## src/design/zbsr_pkg.sv

```systemverilog
// ----------------------------------------------------------------------------
// zbsr_pkg
// Shared types and constants of the depth-tested sprite rasterizer: command
// codes, camera constants, glyph codes, divider interface and sequencer states.
// ----------------------------------------------------------------------------
package zbsr_pkg;

    // command codes
    localparam logic [2:0] MODE_CLEAR  = 3'd0;
    localparam logic [2:0] MODE_GRID   = 3'd1;
    localparam logic [2:0] MODE_SPHERE = 3'd2;
    localparam logic [2:0] MODE_BOX    = 3'd3;
    localparam logic [2:0] MODE_READ   = 3'd4;

    // divider operand widths
    localparam int NUM_W   = 48;
    localparam int DEN_W   = 40;
    localparam int DEPTH_W = 24;
    localparam int FRAC_W  = 12;

    localparam logic [DEPTH_W-1:0] DEPTH_MAX = 24'hFFFFFF;

    // camera: pitch cos/sin in Q12, position in Q12
    localparam logic signed [12:0] COS_Q12   = 13'sd3711;
    localparam logic signed [12:0] SIN_Q12   = 13'sd1729;
    localparam logic signed [24:0] CAM_Y_Q12 = 25'sd49152;
    localparam logic signed [24:0] CAM_Z_Q12 = -25'sd90112;
    localparam logic signed [DEN_W-1:0] NEAR_LIM = 40'sd8388608;

    // glyph codes
    localparam logic [7:0] CH_SPACE = 8'h20;
    localparam logic [7:0] CH_EQ    = 8'h3D;
    localparam logic [7:0] CH_BAR   = 8'h7C;
    localparam logic [7:0] CH_PLUS  = 8'h2B;
    localparam logic [7:0] CH_DOT   = 8'h2E;

    // grid floor walk
    localparam logic [3:0] GRID_LAST = 4'd10;

    typedef struct packed {
        logic             start;
        logic [NUM_W-1:0] num;
        logic [DEN_W-1:0] den;
    } div_req_t;

    typedef struct packed {
        logic             busy;
        logic             done;
        logic [NUM_W-1:0] quo;
        logic             rem_nz;
    } div_rsp_t;

    typedef enum logic [4:0] {
        ST_INIT,
        ST_IDLE,
        ST_CLEAR,
        ST_PROJ_A,
        ST_PROJ_B,
        ST_PROJ_C,
        ST_PROJ_D,
        ST_SX_WAIT,
        ST_SY_GO,
        ST_SY_WAIT,
        ST_CHECK,
        ST_FA_GO,
        ST_FA_WAIT,
        ST_FB_GO,
        ST_FB_WAIT,
        ST_SETUP,
        ST_CELL_RD,
        ST_CELL_WR,
        ST_READ_WAIT,
        ST_DONE
    } state_t;

    // grid coordinate -20 + 4k in Q11.12
    function automatic logic signed [23:0] grid_coord(input logic [3:0] k);
        logic signed [7:0] v;
        v = $signed({2'b00, k, 2'b00}) - 8'sd20;
        return {{4{v[7]}}, v, 12'b0};
    endfunction

endpackage

```

## src/design/zbsr_div.sv

```systemverilog
// ----------------------------------------------------------------------------
// zbsr_div
// Restoring unsigned divider, one quotient bit per cycle. Returns the quotient
// and whether the remainder is nonzero, for floor correction upstream.
// ----------------------------------------------------------------------------
module zbsr_div (
    input  logic                aclk,
    input  logic                aresetn,
    input  zbsr_pkg::div_req_t  req,
    output zbsr_pkg::div_rsp_t  rsp
);
    import zbsr_pkg::*;

    localparam int CNT_W = $clog2(NUM_W + 1);

    logic [NUM_W-1:0] quo_reg, quo_next;
    logic [DEN_W-1:0] rem_reg, rem_next;
    logic [DEN_W-1:0] den_reg, den_next;
    logic [CNT_W-1:0] cnt_reg, cnt_next;
    logic             busy_reg, busy_next;
    logic             done_reg, done_next;
    logic [DEN_W:0]   shifted;
    logic [DEN_W:0]   trial;

    // one restoring step per cycle
    always_comb begin
        shifted   = {rem_reg, quo_reg[NUM_W-1]};
        trial     = shifted - {1'b0, den_reg};
        quo_next  = quo_reg;
        rem_next  = rem_reg;
        den_next  = den_reg;
        cnt_next  = cnt_reg;
        busy_next = busy_reg;
        done_next = 1'b0;
        if (req.start) begin
            quo_next  = req.num;
            rem_next  = '0;
            den_next  = req.den;
            cnt_next  = CNT_W'(NUM_W);
            busy_next = 1'b1;
        end else if (busy_reg) begin
            if (!trial[DEN_W]) begin
                rem_next = trial[DEN_W-1:0];
                quo_next = {quo_reg[NUM_W-2:0], 1'b1};
            end else begin
                rem_next = shifted[DEN_W-1:0];
                quo_next = {quo_reg[NUM_W-2:0], 1'b0};
            end
            cnt_next = cnt_reg - CNT_W'(1);
            if (cnt_reg == CNT_W'(1)) begin
                busy_next = 1'b0;
                done_next = 1'b1;
            end
        end
    end

    // control state
    always_ff @(posedge aclk) begin
        if (!aresetn) begin
            busy_reg <= 1'b0;
            done_reg <= 1'b0;
            cnt_reg  <= '0;
        end else begin
            busy_reg <= busy_next;
            done_reg <= done_next;
            cnt_reg  <= cnt_next;
        end
    end

    // operands
    always_ff @(posedge aclk) begin
        quo_reg <= quo_next;
        rem_reg <= rem_next;
        den_reg <= den_next;
    end

    assign rsp.busy   = busy_reg;
    assign rsp.done   = done_reg;
    assign rsp.quo    = quo_reg;
    assign rsp.rem_nz = |rem_reg;

endmodule

```

## config.mk

```make
export PLATFORM = sky130hd
export DESIGN_NAME = zbsr_div
export DESIGN_NICKNAME = d
export VERILOG_FILES = /design/src/design/zbsr_pkg.sv /design/src/design/zbsr_div.sv
export SDC_FILE = /design/constraint.sdc
export NUM_CORES = 1
export LEC_CHECK = 0
export BUFFER_PORTS_ARGS = -buffer_cell sky130_fd_sc_hd__buf_2
export CAP_MARGIN = 0
export CORE_ASPECT_RATIO = 1.1
export CORE_UTILIZATION = 61
export DETAILED_ROUTE_END_ITERATION = 10
export GPL_TIMING_DRIVEN = 0
export PLACE_DENSITY = 0.9
export SETUP_SLACK_MARGIN = 0.3
export SYNTH_ARGS = -nofsm -noshare
export SYNTH_HDL_FRONTEND = slang
export SYNTH_SLANG_ARGS = --single-unit
```

## constraint.sdc

```tcl
create_clock -name aclk -period 6.01 [get_ports aclk]
set_input_delay 0.601 -clock aclk [delete_from_list [all_inputs] [get_ports aclk]]
set_output_delay 0.601 -clock aclk [all_outputs]
set_load 0.02 [all_outputs]
```

==> run summary <==
The run finished with clean final reports. The via count of the first global-routing pass is 6,838, and the area of the core is 13,200 sq um. The tools report the type of destination of the critical path as a flop. In this run the static leakage power is 4.13 nW. The number of instances in the synthesized netlist came out at 789. The multiplexer share of the synthesized area is 0.108, and the fmax is 279 MHz. The area fraction of the dominant cell type after synthesis is 0.323, and the maximum resistive drop on vdd is 241 uV. The transition time at the pin with the least slew margin came out at 1.07 ns.

The number of distinct library cells after synthesis was 73. The cell sitting at the root of the clock tree is a sky130_fd_sc_hd__clkbuf_16. The detail-routed net length per standard cell is 18.9 um. The tools report the final-report max-slew violation count as 0. Along the worst path, the maximum fanout reaches 10. The share of flip-flops with an asynchronous set or reset was 0; the count of state elements after synthesis was 136. The net switching power of the design is 0.848 mW.

Sorting the synthesized cells by how often they occur yields sky130_fd_sc_hd__edfxtp_1 (88), sky130_fd_sc_hd__inv_1 (58), sky130_fd_sc_hd__nor2_1 (56), sky130_fd_sc_hd__nand2_1 (53). Critical path class: reg2reg. The adder-cell share of the synthesized area came out at 0.0667.

The floorplan step defined a die boundary enclosing 13,900 sq um. For the antenna diode count, the log shows 0. Fill cells in the final layout number 899. At the end of the flow, the number of nets in the layout was 1,084.

In this run the number of H-tree levels came out at 4. The register with the most flip-flops in the layout has 48 of them. The number of nets in the synthesized netlist is 923. The worst path in the final design needs a cycle of 3.59 ns, including I/O delays and setup. The internal portion of the total power is 1.97 mW.

Counting both buffers and inverters, the worst setup path holds a total of 2. Summing every instance area after synthesis gives 8180 sq um. The setup check on the worst reg-to-reg path leaves a slack of 2.42 ns. The setup violation total in the final timing report was 0; the final HPWL from detailed placement was 15.2 mm. The share of layout cells above drive strength 1 was 0.272; the DRC violation total after the first TritonRoute iteration was 576. The average vias per placed instance came out at 6.17. Maximum number of pins on one net before global-route repair: 48. The combinational family with the most area after synthesis was compound AO/OA/AOI/OAI gates.

The largest single stage delay on the critical path is 0.41 ns. Yosys attributes the largest share of cell area to sky130_fd_sc_hd__edfxtp_1 (32%), sky130_fd_sc_hd__dfxtp_1 (12%), sky130_fd_sc_hd__mux2_2 (6.5%), sky130_fd_sc_hd__ha_1 (6.4%), sky130_fd_sc_hd__mux2i_1 (4.2%). Clock latency on the worst-skew pair, taken at its later pin, is 0.43 ns.

The layout-stage area growth over the synthesis result came out at 18.6%. For this design the top-level I/O count stands at 142. Data on the critical path is required at its endpoint by 6.29 ns.

The final-layout setup total negative slack is 0 ns, and the count of input and output buffers is 141. For this design, the slowest cell found on the critical path is sky130_fd_sc_hd__xnor2_4. The fraction of synthesized cell area in xor and xnor cells was 0.0462; the total number of vias was 6,931. The logs give 0.318 for the global routing usage summed across all routing layers and 0.381 for the share of total power in the clock network. The cell class contributing the biggest share of worst-path delay is compound AO/OA/AOI/OAI gates.

The floorplan row count is 44, and the clock-pin slew on the worst setup and hold paths is 0.06 ns. The tools report the starting density of the core as 0.622. The logs give 0 for the total congestion overflow and 33.6 mm for the wire length of the first global-routing pass.

STA classifies the critical path startpoint as a flop. The power per cell area came out at 290 nW/um^2. Setup repair after global routing left no endpoint under its margin. The post-synthesis compound-gate area fraction came out at 0.165. The chip height was 123 um. In this run, synthesis inferred 88 flip-flops with an integrated enable. The worst clock skew is 0.0118 ns, and the routability-driven placement congestion ratio is 0.951. The biggest area consumer among synthesized cells is sky130_fd_sc_hd__edfxtp_1. Path category of the worst min-delay check: in2reg. For the data arrival at the endpoint of the critical path, the log shows 3.87 ns. The sum of routed wire length over all layers was 21.3 mm; the sequential share of power was 0.404. For this design, the sink count on the clock tree is 136.

The hold violation count in the final report came out at 0. TritonCTS built the clock tree. The final critical-path share of the clock period is 0.597.

Walking the worst path, the cells encountered are inv_1 -> ha_1 -> fa_1 -> nand2b_1 -> a21o_1 -> a21oi_1 -> a21oi_2 -> o21ai_2 -> o31ai_4 -> xnor2_4 -> buf_6 -> mux2i_1 -> a211oi_1. The count of nets left with antenna violations once routing finished came out at 0. For the count of synthesis-stage warnings from yosys, the log shows 0.

After layout, the design draws a total of 2.82 mW. The leading cell type by number of instances after synthesis was sky130_fd_sc_hd__edfxtp_1. The synthesized area per cell came out at 10.4 sq um.

In the routed design, unresolved DRC markers number 0. For the number of iterations in the first detailed-routing pass, the log shows 7. The sequential-to-total area share from yosys stat was 0.440; the switching share of total power was 0.301. Across the run, the number of max-cap violations was 0. For the number of antenna violations at the first check in global routing, the log shows 0. Among all flip-flop cells after synthesis, the most frequent one is sky130_fd_sc_hd__edfxtp_1. The simple-gate share of the synthesized area was 0.116; the buffers inserted during post-CTS setup optimization was 0. The clock passes through at most 2 buffers.

From left edge to right edge, the die measures 112 um. The portion of total power attributed to combinational logic was 0.215; the number of buffers inserted by hold repair at cts was 0. After clock tree synthesis, the repair step resized 0 gates.

The number of clock buffers added by TritonCTS is 17. For the worst slew margin relative to its limit, the log shows 0.288.
==> power groups by stage <==
stage | Combinational, mW | Sequential, mW | Clock, mW
detailed placement | 0.589 | 1.15 | 0
global route | 0.655 | 1.15 | 1.12
finish | 0.606 | 1.14 | 1.07
global placement | 0.568 | 1.15 | 0
CTS | 0.597 | 1.14 | 1.07
floorplan | 0.382 | 1.18 | 0
==> cells by family (layout without fill, tap and decap cells) <==
| group | after synthesis | after routing |
|---|---|---|
| mux | 82 | 82 |
| buf+inv | 99 | 273 |
| flops | 136 | 136 |
| fa+ha+maj | 43 | 43 |
| compound gates | 193 | 193 |
| simple gates | 195 | 195 |
| xor+xnor | 41 | 41 |
==> layer usage <==
layer | global-route usage | vias up | wire length (um)
met3 | 0.0750 | 65 | 1790
met2 | 0.559 | 366 | 10500
li1 | - | 3240 | -
met5 | 0 | - | 0
met1 | 0.367 | 3260 | 8230
met4 | 0.155 | 0 | 733
==> placed cells by master (no fill, tap or decap), types with 6 or more instances in the layout <==
| master | Yosys | layout |
|---|---|---|
| sky130_fd_sc_hd__edfxtp_1 | 88 | 88 |
| sky130_fd_sc_hd__mux2_2 | 47 | 47 |
| sky130_fd_sc_hd__a21oi_1 | 48 | 48 |
| sky130_fd_sc_hd__o31ai_1 | 6 | 6 |
| sky130_fd_sc_hd__clkbuf_1 | 18 | 19 |
| sky130_fd_sc_hd__nor4_1 | 12 | 12 |
| sky130_fd_sc_hd__nand2_1 | 53 | 53 |
| sky130_fd_sc_hd__buf_2 | 9 | 150 |
| sky130_fd_sc_hd__inv_1 | 58 | 57 |
| sky130_fd_sc_hd__clkbuf_16 | 0 | 17 |
| sky130_fd_sc_hd__xnor2_1 | 29 | 29 |
| sky130_fd_sc_hd__a31oi_1 | 7 | 7 |
| sky130_fd_sc_hd__mux2i_1 | 34 | 34 |
| sky130_fd_sc_hd__nor2_1 | 56 | 56 |
| sky130_fd_sc_hd__nand4_1 | 16 | 16 |
| sky130_fd_sc_hd__a21o_1 | 22 | 22 |
| sky130_fd_sc_hd__buf_6 | 8 | 8 |
| sky130_fd_sc_hd__o21a_1 | 6 | 6 |
| sky130_fd_sc_hd__o21ai_0 | 26 | 26 |
| sky130_fd_sc_hd__ha_1 | 42 | 42 |
| sky130_fd_sc_hd__dfxtp_1 | 48 | 48 |
| sky130_fd_sc_hd__xor2_1 | 11 | 11 |
| sky130_fd_sc_hd__nor3_1 | 10 | 10 |
| sky130_fd_sc_hd__a211oi_1 | 31 | 31 |
| sky130_fd_sc_hd__nand3_1 | 16 | 16 |
| sky130_fd_sc_hd__o211ai_1 | 6 | 6 |
==> stage by stage <==
| step | instances | area [sq um] | hold slack, ns | setup WS [ns] | utilization |
|---|---|---|---|---|---|
| 6_report | 1124 | 9710 | 0.345 | 2.42 | 0.738 |
| 5_1_grt | 1124 | 9710 | 0.337 | 2.26 | 0.738 |
| 4_1_cts | 1124 | 9710 | 0.338 | 2.48 | 0.738 |
| 3_5_place_dp | 1092 | 9110 | 0.500 | 2.50 | 0.692 |
| 3_3_place_gp | 1091 | 9090 | 0.479 | 2.38 | 0.691 |
| 2_1_floorplan | 789 | 8180 | 0.468 | 2.93 | - |
==> cell type report <==
type,instances,area (sq um),area share
Multi-Input combinational cell,554,4110,0.423
Sequential cell,136,3600,0.371
Timing Repair Buffer,142,726,0.0747
Clock buffer,20,457,0.0470
Buffer,41,253,0.0260
Inverter,58,218,0.0224
Tap cell,161,201,0.0207
Clock inverter,12,141,0.0146
==> worst paths after layout <==
path               start           to  cells past startpoint
max          quo_reg[47]  rem_reg[19]                     13
min               req[6]   den_reg[6]                      1
max reg2reg  quo_reg[47]  rem_reg[19]                     13
min reg2reg   cnt_reg[1]   cnt_reg[1]                      2
(Power assumes the default switching activity.)
